`src/rtl/assert_macros.svh`:
```
`ifndef ASSERT_MACROS_SVH
`define ASSERT_MACROS_SVH

// Concurrent check on a whole property, masked while rst is high.
`define VPSHP_ASSERT(lbl, prop, msg) \
  lbl: assert property (@(posedge clk) disable iff (rst) prop) \
    else $error(msg);

// Concurrent same-cycle implication, masked while rst is high.
`define VPSHP_ASSERT_IMPL(lbl, ante, cons, msg) \
  lbl: assert property (@(posedge clk) disable iff (rst) (ante) |-> (cons)) \
    else $error(msg);

`endif

```
`src/rtl/vpshp_pkg.sv`:
```
`timescale 1ns / 1ps

package vpshp_pkg;

  localparam int WORD_W    = 32;
  localparam int REV_W     = 8;
  localparam int HEIGHT_W  = 16;
  localparam int ROW_W     = 17;
  localparam int CNT_W     = 4;
  localparam int SNUM_W    = 3;
  localparam int CFG_IDX_W = 2;

  // Serial divider: dividend covers (slice + 1) * aligned height.
  localparam int DIV_W     = 20;
  localparam int DIV_CNT_W = 5;
  localparam int REM_W     = 3;

  localparam logic [REV_W-1:0]    REV_F        = 8'h66;
  localparam logic [REV_W-1:0]    REV_G        = 8'h67;
  localparam logic [REV_W-1:0]    REV_RESET    = 8'h61;
  localparam logic [HEIGHT_W-1:0] HEIGHT_RESET = 16'd1;
  localparam logic [ROW_W-1:0]    ROW_ROUND    = 17'd31;
  localparam logic [ROW_W-1:0]    ROW_MASK     = 17'h1FFE0;
  localparam logic [ROW_W-1:0]    WINDOW_PAD   = 17'd63;
  localparam logic [ROW_W-1:0]    ROW_STEP     = 17'd32;

  typedef enum logic [CFG_IDX_W-1:0] {
    CFG_REVISION    = 2'd0,
    CFG_VIDEO_FLAGS = 2'd1,
    CFG_HEIGHT      = 2'd2
  } cfg_index_t;

  typedef enum logic [1:0] {
    PS_OK         = 2'd0,
    PS_SHORT      = 2'd1,
    PS_DECREASING = 2'd2,
    PS_BEYOND     = 2'd3
  } parse_status_t;

  typedef enum logic [1:0] {
    OC_NONE,
    OC_ERROR,
    OC_FRAME
  } outcome_t;

  typedef enum logic [2:0] {
    ST_INPUT,
    ST_PREP,
    ST_DIVIDE,
    ST_FINISH,
    ST_OUTPUT
  } ctrl_state_t;

  typedef struct packed {
    logic [REV_W-1:0]    revision;
    logic [WORD_W-1:0]   vid_flags;
    logic [HEIGHT_W-1:0] height;
  } cfg_t;

  typedef struct packed {
    logic accept;
    logic div_start;
    logic div_step;
    logic load_out;
    logic next_slice;
  } dp_cmd_t;

  typedef struct packed {
    outcome_t outcome;
    logic     need_div;
    logic     div_last;
    logic     out_last;
  } dp_status_t;

  function automatic logic [CNT_W-1:0] table_count(input logic [1:0] sel);
    logic [CNT_W-1:0] n;
    case (sel)
      2'd0:    n = 4'd2;
      2'd1:    n = 4'd3;
      2'd2:    n = 4'd4;
      default: n = 4'd8;
    endcase
    return n;
  endfunction

  function automatic logic [ROW_W-1:0] align32(input logic [ROW_W-1:0] v);
    return (v + ROW_ROUND) & ROW_MASK;
  endfunction

endpackage

```
`src/rtl/vpshp_ctrl.sv`:
```
`timescale 1ns / 1ps
`include "assert_macros.svh"

module vpshp_ctrl
  import vpshp_pkg::*;
(
  input  logic       clk,
  input  logic       rst,
  input  logic       in_valid,
  output logic       in_stall,
  output logic       out_valid,
  input  logic       out_stall,
  input  dp_status_t status,
  output dp_cmd_t    cmd
);

  ctrl_state_t state;
  ctrl_state_t state_next;

  always_ff @(posedge clk) begin
    if (rst) begin
      state <= ST_INPUT;
    end else begin
      state <= state_next;
    end
  end

  always_comb begin
    state_next = state;
    case (state)
      ST_INPUT: begin
        if (in_valid) begin
          case (status.outcome)
            OC_ERROR: state_next = ST_OUTPUT;
            OC_FRAME: state_next = ST_PREP;
            default:  state_next = ST_INPUT;
          endcase
        end
      end
      ST_PREP: begin
        state_next = status.need_div ? ST_DIVIDE : ST_OUTPUT;
      end
      ST_DIVIDE: begin
        if (status.div_last) begin
          state_next = ST_FINISH;
        end
      end
      ST_FINISH: begin
        state_next = ST_OUTPUT;
      end
      ST_OUTPUT: begin
        if (!out_stall) begin
          state_next = status.out_last ? ST_INPUT : ST_PREP;
        end
      end
      default: begin
        state_next = ST_INPUT;
      end
    endcase
  end

  always_comb begin
    in_stall       = (state != ST_INPUT);
    out_valid      = (state == ST_OUTPUT);
    cmd.accept     = (state == ST_INPUT) && in_valid;
    cmd.div_start  = (state == ST_PREP) && status.need_div;
    cmd.div_step   = (state == ST_DIVIDE);
    cmd.load_out   = ((state == ST_PREP) && !status.need_div) || (state == ST_FINISH);
    cmd.next_slice = (state == ST_OUTPUT) && !out_stall && !status.out_last;
  end

  `VPSHP_ASSERT_IMPL(a_sides_exclusive, !in_stall, !out_valid, "input open while result shown")
  `VPSHP_ASSERT(a_divide_ends, (state == ST_DIVIDE && status.div_last) |=> (state == ST_FINISH), "divider end missed")
  `VPSHP_ASSERT(a_show_follows_load, cmd.load_out |=> out_valid, "loaded result not shown")

endmodule

```
`src/rtl/vpshp_dp.sv`:
```
`timescale 1ns / 1ps

module vpshp_dp
  import vpshp_pkg::*;
#(
  parameter int MAX_SLICES = 8
) (
  input  logic                clk,
  input  logic                rst,
  input  cfg_t                cfg,
  input  dp_cmd_t             cmd,
  output dp_status_t          status,
  input  logic [WORD_W-1:0]   packet_word,
  input  logic                first_word,
  input  logic [WORD_W-1:0]   packet_bytes,
  output logic [SNUM_W-1:0]   slice_number,
  output logic [WORD_W-1:0]   slice_offset,
  output logic [ROW_W-1:0]    slice_end_row,
  output logic [WORD_W-1:0]   frame_flag_bits,
  output logic [CNT_W-1:0]    slice_total,
  output logic [1:0]          parse_status,
  output logic                last_result
);

  localparam int IDX_W = (MAX_SLICES > 1) ? $clog2(MAX_SLICES) : 1;
  localparam int POS_W = $clog2(MAX_SLICES + 1);

  // Parse state
  logic [POS_W-1:0]  word_position;
  logic [CNT_W-1:0]  slice_count_reg;
  logic [WORD_W-1:0] flags_latch;
  logic [WORD_W-1:0] previous_offset;
  logic [WORD_W-1:0] length_latch;
  logic              done_flag;
  logic [WORD_W-1:0] offset_store [MAX_SLICES];

  // Emission state
  logic [SNUM_W-1:0] slice_idx;
  logic [ROW_W-1:0]  win_start;
  logic [ROW_W-1:0]  win_end;

  // Serial divider
  logic [DIV_W-1:0]     div_quo;
  logic [REM_W-1:0]     div_rem;
  logic [CNT_W-1:0]     div_den;
  logic [DIV_CNT_W-1:0] div_cnt;
  logic [REM_W:0]       div_trial;
  logic                 div_fit;

  // Result register
  logic [SNUM_W-1:0] out_number;
  logic [WORD_W-1:0] out_offset;
  logic [ROW_W-1:0]  out_row;
  logic [WORD_W-1:0] out_flags;
  logic [CNT_W-1:0]  out_total;
  parse_status_t     out_status;
  logic              out_last;

  // Decode
  logic               new_rev;
  logic [CNT_W-1:0]   first_count;
  logic               short_pkt;
  logic               too_many;
  logic [POS_W-1:0]   pos_inc;
  logic               table_full;
  outcome_t           outcome;
  parse_status_t      err_status;
  logic [CNT_W-1:0]   err_total;

  // Row arithmetic
  logic [ROW_W-1:0]       a_row;
  logic [CNT_W-1:0]       slice_ord;
  logic                   slice_last;
  logic                   need_div;
  logic [ROW_W-1:0]       win_width;
  logic [CNT_W+ROW_W-1:0] prod_full;
  logic [DIV_W-1:0]       div_dividend;
  logic [CNT_W-1:0]       div_divisor;
  logic [ROW_W-1:0]       quo_row;
  logic [ROW_W-1:0]       shrink_start;
  logic [ROW_W-1:0]       end_dec;
  logic [ROW_W-1:0]       row_value;

  always_comb begin
    new_rev = (cfg.revision > REV_G);
    if (cfg.revision == REV_F || cfg.revision == REV_G) begin
      first_count = cfg.vid_flags[0] ? CNT_W'(2) : CNT_W'(1);
    end else if (new_rev) begin
      first_count = table_count(cfg.vid_flags[1:0]);
    end else begin
      first_count = CNT_W'(1);
    end
    short_pkt  = packet_bytes < WORD_W'({first_count, 2'b00});
    too_many   = first_count > CNT_W'(MAX_SLICES);
    pos_inc    = word_position + POS_W'(1);
    table_full = CNT_W'(pos_inc) >= slice_count_reg;
    err_total  = first_word ? first_count : slice_count_reg;
  end

  always_comb begin
    outcome    = OC_NONE;
    err_status = PS_OK;
    if (first_word) begin
      if (short_pkt || too_many) begin
        outcome    = OC_ERROR;
        err_status = PS_SHORT;
      end else if (first_count == CNT_W'(1)) begin
        outcome = OC_FRAME;
      end
    end else if (!done_flag) begin
      if (packet_word < previous_offset) begin
        outcome    = OC_ERROR;
        err_status = PS_DECREASING;
      end else if (packet_word >= length_latch) begin
        outcome    = OC_ERROR;
        err_status = PS_BEYOND;
      end else if (table_full) begin
        outcome = OC_FRAME;
      end
    end
  end

  always_comb begin
    a_row      = align32({1'b0, cfg.height});
    slice_ord  = CNT_W'(slice_idx) + CNT_W'(1);
    slice_last = (slice_ord == slice_count_reg);
    // With more than one slice, old revisions divide every row; new ones all but the last.
    need_div   = (slice_count_reg > CNT_W'(1)) && (!new_rev || !slice_last);
    win_width  = (win_end > win_start) ? (win_end - win_start) : '0;
    prod_full  = slice_ord * a_row;
    if (new_rev) begin
      div_dividend = DIV_W'(win_width);
      div_divisor  = slice_count_reg - CNT_W'(slice_idx);
    end else begin
      div_dividend = DIV_W'(prod_full);
      div_divisor  = slice_count_reg;
    end
    quo_row      = div_quo[ROW_W-1:0];
    shrink_start = win_start + (quo_row & ROW_MASK);
    end_dec      = (win_end >= ROW_STEP) ? (win_end - ROW_STEP) : '0;
    if (!need_div) begin
      row_value = a_row;
    end else if (new_rev) begin
      row_value = shrink_start;
    end else begin
      row_value = align32(quo_row);
    end
    div_trial = {div_rem, div_quo[DIV_W-1]};
    div_fit   = div_trial >= div_den;
  end

  always_ff @(posedge clk) begin
    if (rst) begin
      word_position   <= '0;
      slice_count_reg <= CNT_W'(1);
      flags_latch     <= '0;
      previous_offset <= '0;
      length_latch    <= '0;
      done_flag       <= 1'b1;
    end else if (cmd.accept) begin
      if (first_word) begin
        slice_count_reg <= first_count;
        flags_latch     <= packet_word;
        length_latch    <= packet_bytes;
        previous_offset <= '0;
      end else if (!done_flag && outcome != OC_ERROR) begin
        previous_offset <= packet_word;
      end
      // Go idle on any result; otherwise open or advance the table.
      if (outcome != OC_NONE) begin
        done_flag     <= 1'b1;
        word_position <= '0;
      end else if (first_word) begin
        done_flag     <= 1'b0;
        word_position <= POS_W'(1);
      end else if (!done_flag) begin
        word_position <= pos_inc;
      end
    end
  end

  always_ff @(posedge clk) begin
    if (cmd.accept && !first_word && !done_flag && outcome != OC_ERROR) begin
      offset_store[word_position[IDX_W-1:0]] <= packet_word;
    end
    if (cmd.accept && outcome == OC_FRAME) begin
      slice_idx <= '0;
      win_start <= '0;
      win_end   <= a_row + WINDOW_PAD;
    end
    if (cmd.accept && outcome == OC_ERROR) begin
      out_number <= '0;
      out_offset <= '0;
      out_row    <= '0;
      out_flags  <= '0;
      out_total  <= err_total;
      out_status <= err_status;
      out_last   <= 1'b1;
    end
    if (cmd.div_start) begin
      div_quo <= div_dividend;
      div_rem <= '0;
      div_den <= div_divisor;
      div_cnt <= DIV_CNT_W'(DIV_W - 1);
    end
    if (cmd.div_step) begin
      div_rem <= div_fit ? REM_W'(div_trial - div_den) : REM_W'(div_trial);
      div_quo <= {div_quo[DIV_W-2:0], div_fit};
      div_cnt <= div_cnt - DIV_CNT_W'(1);
    end
    if (cmd.load_out) begin
      out_number <= slice_idx;
      out_offset <= (slice_idx == '0) ? '0 : offset_store[slice_idx[IDX_W-1:0]];
      out_row    <= row_value;
      out_flags  <= flags_latch;
      out_total  <= slice_count_reg;
      out_status <= PS_OK;
      out_last   <= slice_last;
      if (need_div && new_rev) begin
        win_start <= shrink_start;
        win_end   <= end_dec;
      end
    end
    if (cmd.next_slice) begin
      slice_idx <= slice_idx + SNUM_W'(1);
    end
  end

  always_comb begin
    status.outcome  = outcome;
    status.need_div = need_div;
    status.div_last = (div_cnt == '0);
    status.out_last = out_last;
  end

  assign slice_number    = out_number;
  assign slice_offset    = out_offset;
  assign slice_end_row   = out_row;
  assign frame_flag_bits = out_flags;
  assign slice_total     = out_total;
  assign parse_status    = out_status;
  assign last_result     = out_last;

endmodule

```
`src/rtl/video_packet_slice_header_parser.sv`:
```
`timescale 1ns / 1ps
`include "assert_macros.svh"

// Slice-table parser for video frame packets. Feed the leading 32-bit words
// of a packet with the packet byte length; first_word marks the frame flags
// word and restarts any parse in progress. The slice count comes from the
// revision letter and video flags, the next count-1 words are slice offsets,
// checked never to fall and to stay inside the packet. When the table is
// complete the block emits one item per slice (offset and 32-aligned end
// row), or a single flagged item on any error, and accepts no input until
// the final item of the packet has been taken. A result's end row needs no
// division for single-slice frames and the last slice of later revisions;
// every other end row passes through the shared serial divider, which
// retires one quotient bit per cycle over a 20-bit dividend. An error item
// is shown in the cycle after its word is taken. Configuration is written
// through cfg_write/cfg_index/cfg_data; the user must write it only while
// idle, and the block itself does not enforce this. Indexes beyond the
// register list are ignored. No clearing pass is needed after reset.

module video_packet_slice_header_parser
  import vpshp_pkg::*;
#(
  parameter int MAX_SLICES = 8
) (
  input  logic                  clk,
  input  logic                  rst,
  input  logic                  cfg_write,
  input  logic [CFG_IDX_W-1:0]  cfg_index,
  input  logic [WORD_W-1:0]     cfg_data,
  input  logic                  in_valid,
  output logic                  in_stall,
  input  logic [WORD_W-1:0]     packet_word,
  input  logic                  first_word,
  input  logic [WORD_W-1:0]     packet_bytes,
  output logic                  out_valid,
  input  logic                  out_stall,
  output logic [SNUM_W-1:0]     slice_number,
  output logic [WORD_W-1:0]     slice_offset,
  output logic [ROW_W-1:0]      slice_end_row,
  output logic [WORD_W-1:0]     frame_flag_bits,
  output logic [CNT_W-1:0]      slice_total,
  output logic [1:0]            parse_status,
  output logic                  last_result
);

  cfg_t       cfg;
  dp_cmd_t    cmd;
  dp_status_t status;

  // Configuration registers: hold until written, drop unknown indexes.
  always_ff @(posedge clk) begin
    if (rst) begin
      cfg.revision  <= REV_RESET;
      cfg.vid_flags <= '0;
      cfg.height    <= HEIGHT_RESET;
    end else if (cfg_write) begin
      case (cfg_index)
        CFG_REVISION:    cfg.revision  <= cfg_data[REV_W-1:0];
        CFG_VIDEO_FLAGS: cfg.vid_flags <= cfg_data;
        CFG_HEIGHT:      cfg.height    <= cfg_data[HEIGHT_W-1:0];
        default: begin
        end
      endcase
    end
  end

  // Sequencer: accept words, step the divider, present each item.
  vpshp_ctrl u_ctrl (
    .clk       (clk),
    .rst       (rst),
    .in_valid  (in_valid),
    .in_stall  (in_stall),
    .out_valid (out_valid),
    .out_stall (out_stall),
    .status    (status),
    .cmd       (cmd)
  );

  // Parse registers, offset table, divider and result register.
  vpshp_dp #(
    .MAX_SLICES (MAX_SLICES)
  ) u_dp (
    .clk             (clk),
    .rst             (rst),
    .cfg             (cfg),
    .cmd             (cmd),
    .status          (status),
    .packet_word     (packet_word),
    .first_word      (first_word),
    .packet_bytes    (packet_bytes),
    .slice_number    (slice_number),
    .slice_offset    (slice_offset),
    .slice_end_row   (slice_end_row),
    .frame_flag_bits (frame_flag_bits),
    .slice_total     (slice_total),
    .parse_status    (parse_status),
    .last_result     (last_result)
  );

  `VPSHP_ASSERT_IMPL(a_error_is_last, out_valid && (parse_status != PS_OK), last_result, "error item not marked last")
  `VPSHP_ASSERT_IMPL(a_slice_in_range, out_valid && (parse_status == PS_OK), CNT_W'(slice_number) < slice_total, "slice number beyond total")
  `VPSHP_ASSERT(a_last_reopens_input, (out_valid && !out_stall && last_result) |=> !in_stall, "input not reopened after last item")

endmodule

```
`config.mk`:
```
export PLATFORM = sky130hd
export DESIGN_NAME = video_packet_slice_header_parser
export DESIGN_NICKNAME = d
export VERILOG_FILES = /design/src/rtl/vpshp_pkg.sv /design/src/rtl/vpshp_ctrl.sv /design/src/rtl/vpshp_dp.sv /design/src/rtl/video_packet_slice_header_parser.sv
export VERILOG_INCLUDE_DIRS = /design/src /design/src/rtl
export SDC_FILE = /design/constraint.sdc
export NUM_CORES = 1
export LEC_CHECK = 0
export ABC_CLOCK_PERIOD_IN_PS = 15200
export BUFFER_PORTS_ARGS = -buffer_cell sky130_fd_sc_hd__buf_2
export CORE_MARGIN = 5
export CORE_UTILIZATION = 40
export DETAILED_ROUTE_END_ITERATION = 7
export GPL_ROUTABILITY_DRIVEN = 0
export GPL_TIMING_DRIVEN = 0
export SYNTH_ARGS = -nofsm -noshare
export SYNTH_HDL_FRONTEND = slang
export SYNTH_SLANG_ARGS = --single-unit
```
`constraint.sdc`:
```
create_clock -name clk -period 15.2 [get_ports clk]
set_input_delay 2.28 -clock clk [delete_from_list [all_inputs] [get_ports clk]]
set_output_delay 2.28 -clock clk [all_outputs]
set_load 0.01 [all_outputs]
```
# Yosys cells after proc, flatten, opt, wreduce, memory -nomap -nowiden
# Memory sizes are Yosys's and may differ from the RTL's. A register that Yosys moved wholly into a read port is not among the register bits.
# Cells that the tools add are included.
[op_classes]
n_shift = 0
mux = 67
n_reduce_logical = 44
n_eq_ne = 19
n_bitwise = 0
div = 0
n_mul = 1
order_cmp = 10
addsub = 12
[op_table]
columns = ["operator", "count"]
rows = [
  ["$mux 17", 12],
  ["$mux 32", 6],
  ["$mux 20", 3],
  ["$mux 3", 12],
  ["$mux 4", 9],
  ["$ge 32x32->1", 1],
  ["$lt 32x32->1", 1],
  ["$lt 32x6->1", 1],
  ["$mux 2", 12],
  ["$add 16x5->17 const B", 1],
  ["$add 17x17->17", 1],
  ["$add 17x5->17 const B", 1],
  ["$add 17x6->17 const B", 1],
  ["$ge 17x6->1 const B", 1],
  ["$gt 17x17->1", 1],
  ["$sub 17x17->17", 1],
  ["$sub 17x6->17 const B", 1],
  ["$eq 8x7->1 const B", 2],
  ["$mul 4x12->15", 1],
  ["$pmux 3 s5", 1],
  ["$reduce_and 2->1", 7],
  ["$logic_and 1x1->1", 13],
  ["$pmux 4 s3", 1],
  ["$reduce_bool 2->1", 6],
  ["other kinds (30)", 57],
]
[totals]
mem_bits_ro = 0
latchBits = 0
register_bits = 294
mem_bits_rw = 256
elab_cells = 178
memories = 1
[mem_list]
columns = ["memory", "words", "word_bits", "read_ports", "rd_clocked_by_memory_dff", "wr", "line", "text"]
rows = [
  ["u_dp.offset_store", 8, 32, 1, 1, 1, "vpshp_dp.sv:35", "logic [WORD_W-1:0] offset_store [MAX_SLICES];"],
]

# Longest topological paths before layout
[logic_depth]
word_depth = 13
ltp_mapped = 18
ltp_nobuf = 18

# Cells and area by module
# A second synthesis with hierarchy kept.
[unflattened]
hier_cells = 2380
hier_area_um2 = 28202.0
[modules_own_cells]
columns = ["module", "seq_area_each_um2", "area_each_um2", "cells_per_inst", "n_inst"]
rows = [
  ["vpshp_dp", 14393.8, 25584.5, 2128, 1],
  ["video_packet_slice_header_parser", 1121.1, 2372.3, 223, 1],
  ["vpshp_ctrl", 60.1, 245.2, 29, 1],
]

# Worst setup path after synthesis
# No wires, ideal clock.
[synth_timing]
kind = "in2reg"
from = "in packet_word[0]"
to = "mem u_dp.offset_store[4][0] (enable)"
path_buffers = 0
required_time_ns = 14.687
arrival_ns = 7.354
stages = 9
setup_time_ns = 0.513
path_slack_ns = 7.332
path_cell_list = "inv_1 -> ha_1 -> nand2b_1 -> a2111oi_0 -> nor4_1 -> o311a_1 -> nor2_2 -> nand3_1 -> nor4b_1"
[synth_between]
elab_chain_len = 9
elab_cells_between_ends = 10
cone_classes = "order compare (2); eq/ne (1); mux (6); reduce/logical (1)"
[synth_rtl]
columns = ["element", "line", "text"]
rows = [
  ["start, declared", "video_packet_slice_header_parser.sv:32", "input logic [WORD_W-1:0] packet_word,"],
  ["$ge 32x32->1", "vpshp_dp.sv:114", "end else if (packet_word >= length_latch) begin"],
  ["$mux 2", "vpshp_dp.sv:114", ""],
  ["$mux 2 (*)", "vpshp_dp.sv:111", "if (packet_word < previous_offset) begin"],
  ["$mux 2 (*)", "vpshp_dp.sv:110", "end else if (!done_flag) begin"],
  ["$mux 2 (*)", "vpshp_dp.sv:103", "if (first_word) begin"],
  ["$ne 2x1->1 (*)", "vpshp_dp.sv:183", "if (cmd.accept && !first_word && !done_flag && outcome != OC_ERROR) begin"],
  ["$logic_and 1x1->1 (*)", "vpshp_dp.sv:183", ""],
  ["$mux 1 (*)", "vpshp_dp.sv:183", ""],
  ["$mux 1 (implied by the code) (*)", "vpshp_dp.sv:184", "offset_store[word_position[IDX_W-1:0]] <= packet_word;"],
  ["end, declared", "vpshp_dp.sv:35", ""],
]
# Every way passes the cells marked *; elsewhere a longest branch is shown, timed or not.

# Final worst setup path
[layout_timing]
from = "in packet_word[29]"
to = "mem u_dp.offset_store[4][4] (enable)"
# The elaborated chain is that of the path after synthesis.

==> run_results.csv <==
group,metric,value,unit
yosys,ys.flop_type,"edfxtp_1",
sta,setup_viol,0,
sta,timing.final.crit_share,38.17,%
critical_path,endpoint_kind,"register",
yosys,yosys.area.top_type,"edfxtp_1",
global_route,grt_pass1_wl,108400,µm
yosys,synth_cell_type_count,82,
yosys,ys_warn_count,0,
critical_path,required,15.50,ns
clock_tree,cts.sink_count,552,
yosys,synth_area,26120,µm²
critical_path,cp_max_fo,12,
clock_tree,insertion_delay,0.66,ns
detailed_routing,vias,18360,
yosys,synth_top_area_share,44.84,%
flow_run,cap_violations,0,
placement,dpl_cell_area,28490,µm²
pwr,leakage,0.01126,µW
yosys,synthArstFlopShare,0,%
detailed_routing,vias_per_cell,5.483,
yosys,postSynthAreaPerCell,12.06,µm²
sta,fmax,0.1724,GHz
critical_path,start_kind,"input pin",
detailed_routing,wirelength,71420,µm
global_route,antenna_found_initial,6,
hold_path,hold_path_depth,2,
detailed_routing,drt_first_pass_iters,6,
finish,area_delta_synth_final,16.95,%
yosys,synth_most_common_cell,"edfxtp_1",
hold_path,min-delay-start,"u_dp.flags_latch[11]$_SDFFE_PP0P_",
floorplan,num_rows,93,
finish,fin_area,30540,µm²
clock_tree,htreeDepth,2,
yosys,synth-seq-area-share,57.26,%
global_route,overflow,0,
detailed_routing,antenna_left,0,
detailed_routing,wl_per_cell,21.33,µm
yosys,synth_edf_count,390,
yosys,ys_seq_elements,552,
sta,tightest_slew,1.248,ns
outcome,outcome,"complete, no violations",
clock_tree,clkTransAtPathRegs,0.06,ns
sta,min_period,5.801,ns
floorplan,fp.dieW,265.5,µm
clock_tree,holdBufCountCts,0,
floorplan,initial_utilization,40.44,%
critical_path,reg2reg_from,"u_dp.slice_idx[0]$_DFFE_PN_",
sta,tns,0,ns
floorplan,fp.dieH,265.5,µm
clock_tree,clock_path_buffers,3,
sta,slew_headroom,16.22,%
critical_path,r2r-end,"u_dp.div_quo[18]$_DFFE_PP_",
sta,rsz0062_at_grt,"no",
finish,drive_gt1_share,17.02,%
detailed_routing,drtIter0Drc,1531,
finish,nets,2702,
sta,hold_slack,0.4502,ns
floorplan,die_area,70500,µm²
hold_path,min_to,"u_dp.flags_latch[11]$_SDFFE_PP0P_",
yosys,netlist_instances,2166,
sta,drv_slew,0,
finish,largest_reg_flops,256,
yosys,synth_fp_nets,2423,
placement,io_buffers,178,
critical_path,crit_type,"input pin to register",
pwr,vdd_ir_drop_max,0.1103,mV
clock_tree,cts.repair_timing.setup_buffer_count,0,
hold_path,hp-class,"register to register",
global_route,grt_use_total,19.79,%
clock_tree,cts_buffers,58,
pwr,power.density,117.8,nW/µm²
placement,hpwlAfterDp,52830,µm
sta,hold_viol,0,
global_route,grt_pass1_vias,18130,
floorplan,core,64580,µm²
global_route,grt_max_degree,53,
yosys,synthTopCellsByArea,"edfxtp_1, dfxtp_1, ha_1",
critical_path,r2r_cells,17,
critical_path,ff2ff_setup_slack,9.94,ns
detailed_routing,drc,0,
clock_tree,cts-root-buf,"clkbuf_16",
clock_tree,cts_tree,"yes",
critical_path,critPathArrivalTime,6.10,ns
sta,clock_skew,0.07431,ns
floorplan,ios,197,
yosys,netlist_top_cells_count,"edfxtp_1, nand2_1, nor2_1",
clock_tree,cts_resized,0,
-- per-stage QoR --
step,std cells,util [%],setup WS (ns),total power (µW)
after global routing,3346,47.29,9.112,3731
after global placement,3199,43.48,3.283,2108
after floorplan,2166,-,7.332,1967
after detailed placement,3239,44.12,8.805,2117
after CTS,3345,47.28,9.474,3626
final,3348,47.30,9.399,3599
-- how the worst max path moves through the flow --
stage	from	to	slack, ns
floorplan	packet_word[0]	u_dp.offset_store[4][0]$_DFFE_PP_	7.33
global placement	packet_word[31]	u_dp.offset_store[5][14]$_DFFE_PP_	3.28
detailed placement	packet_word[29]	u_dp.offset_store[0][14]$_DFFE_PP_	8.81
CTS	packet_word[29]	u_dp.offset_store[0][28]$_DFFE_PP_	9.47
global route	packet_word[27]	u_dp.offset_store[4][6]$_DFFE_PP_	9.11
finish	packet_word[29]	u_dp.offset_store[4][4]$_DFFE_PP_	9.40
-- critical path: stages --
cell and delay [ns]:
buf_2 0.22, ha_1 0.36, nand4_1 0.15, nor4_1 0.47
o221ai_1 0.25, o21ai_2 0.46, nand3_1 0.52, nor4b_2 0.86
buf_4 0.31, buf_4 0.20
-- kinds of logic (layout without fill, tap and decap cells) --
group	Yosys count	after routing	synth area share [%]
adders and majority gates	153	153	8.020
DFF	552	552	57.26
muxes	107	107	7.172
other	0	2	0
buffers and inverters	250	575	3.670
and+or+nand+nor	637	637	11.33
AOI/OAI and AO/OA	390	390	9.970
xor gates and xnor gates	77	77	2.582
-- placed cells by master (no fill, tap or decap), drive strengths merged, types with 39 or more instances in the layout --
| cell | Yosys | final |
|---|---|---|
| a21oi | 144 | 144 |
| mux4 | 64 | 64 |
| buf | 22 | 241 |
| inv | 156 | 160 |
| edfxtp | 390 | 390 |
| mux2i | 42 | 42 |
| xnor2 | 39 | 39 |
| nand2 | 236 | 236 |
| ha | 129 | 129 |
| and2 | 42 | 42 |
| o21ai | 45 | 45 |
| nor2 | 166 | 166 |
| nor3 | 40 | 40 |
| clkbuf | 71 | 142 |
| dfxtp | 162 | 162 |
-- power breakdown --
part | internal, µW | switching, µW | leakage (µW)
sequential | 1650 | 23.4 | 0.00488
clock | 889 | 623 | 0.00100
combinational | 157 | 258 | 0.00538
total | 2700 | 904 | 0.0113
-- metal layers --
| metal | track usage, % | up-vias | routed length (µm) |
|---|---|---|---|
| li1 | - | 8476 | - |
| met5 | 0 | - | 60 |
| met3 | 4.172 | 133 | 4768 |
| met1 | 26.63 | 9147 | 30810 |
| met2 | 32.40 | 592 | 33550 |
| met4 | 6.182 | 10 | 2223 |
-- final cells by class --
type | instances | area, µm²
tap | 855 | 1070
timing repair buffer | 219 | 1261
clock buffer | 71 | 1520
sequential | 552 | 14950
multi-input combinational | 1364 | 10250
clock inverter | 35 | 519.2
buffer | 93 | 369.1
antenna | 2 | 5.005
inverter | 157 | 591.8
fill | 5767 | 34040
Note: power is estimated with default switching activity, not from simulation.
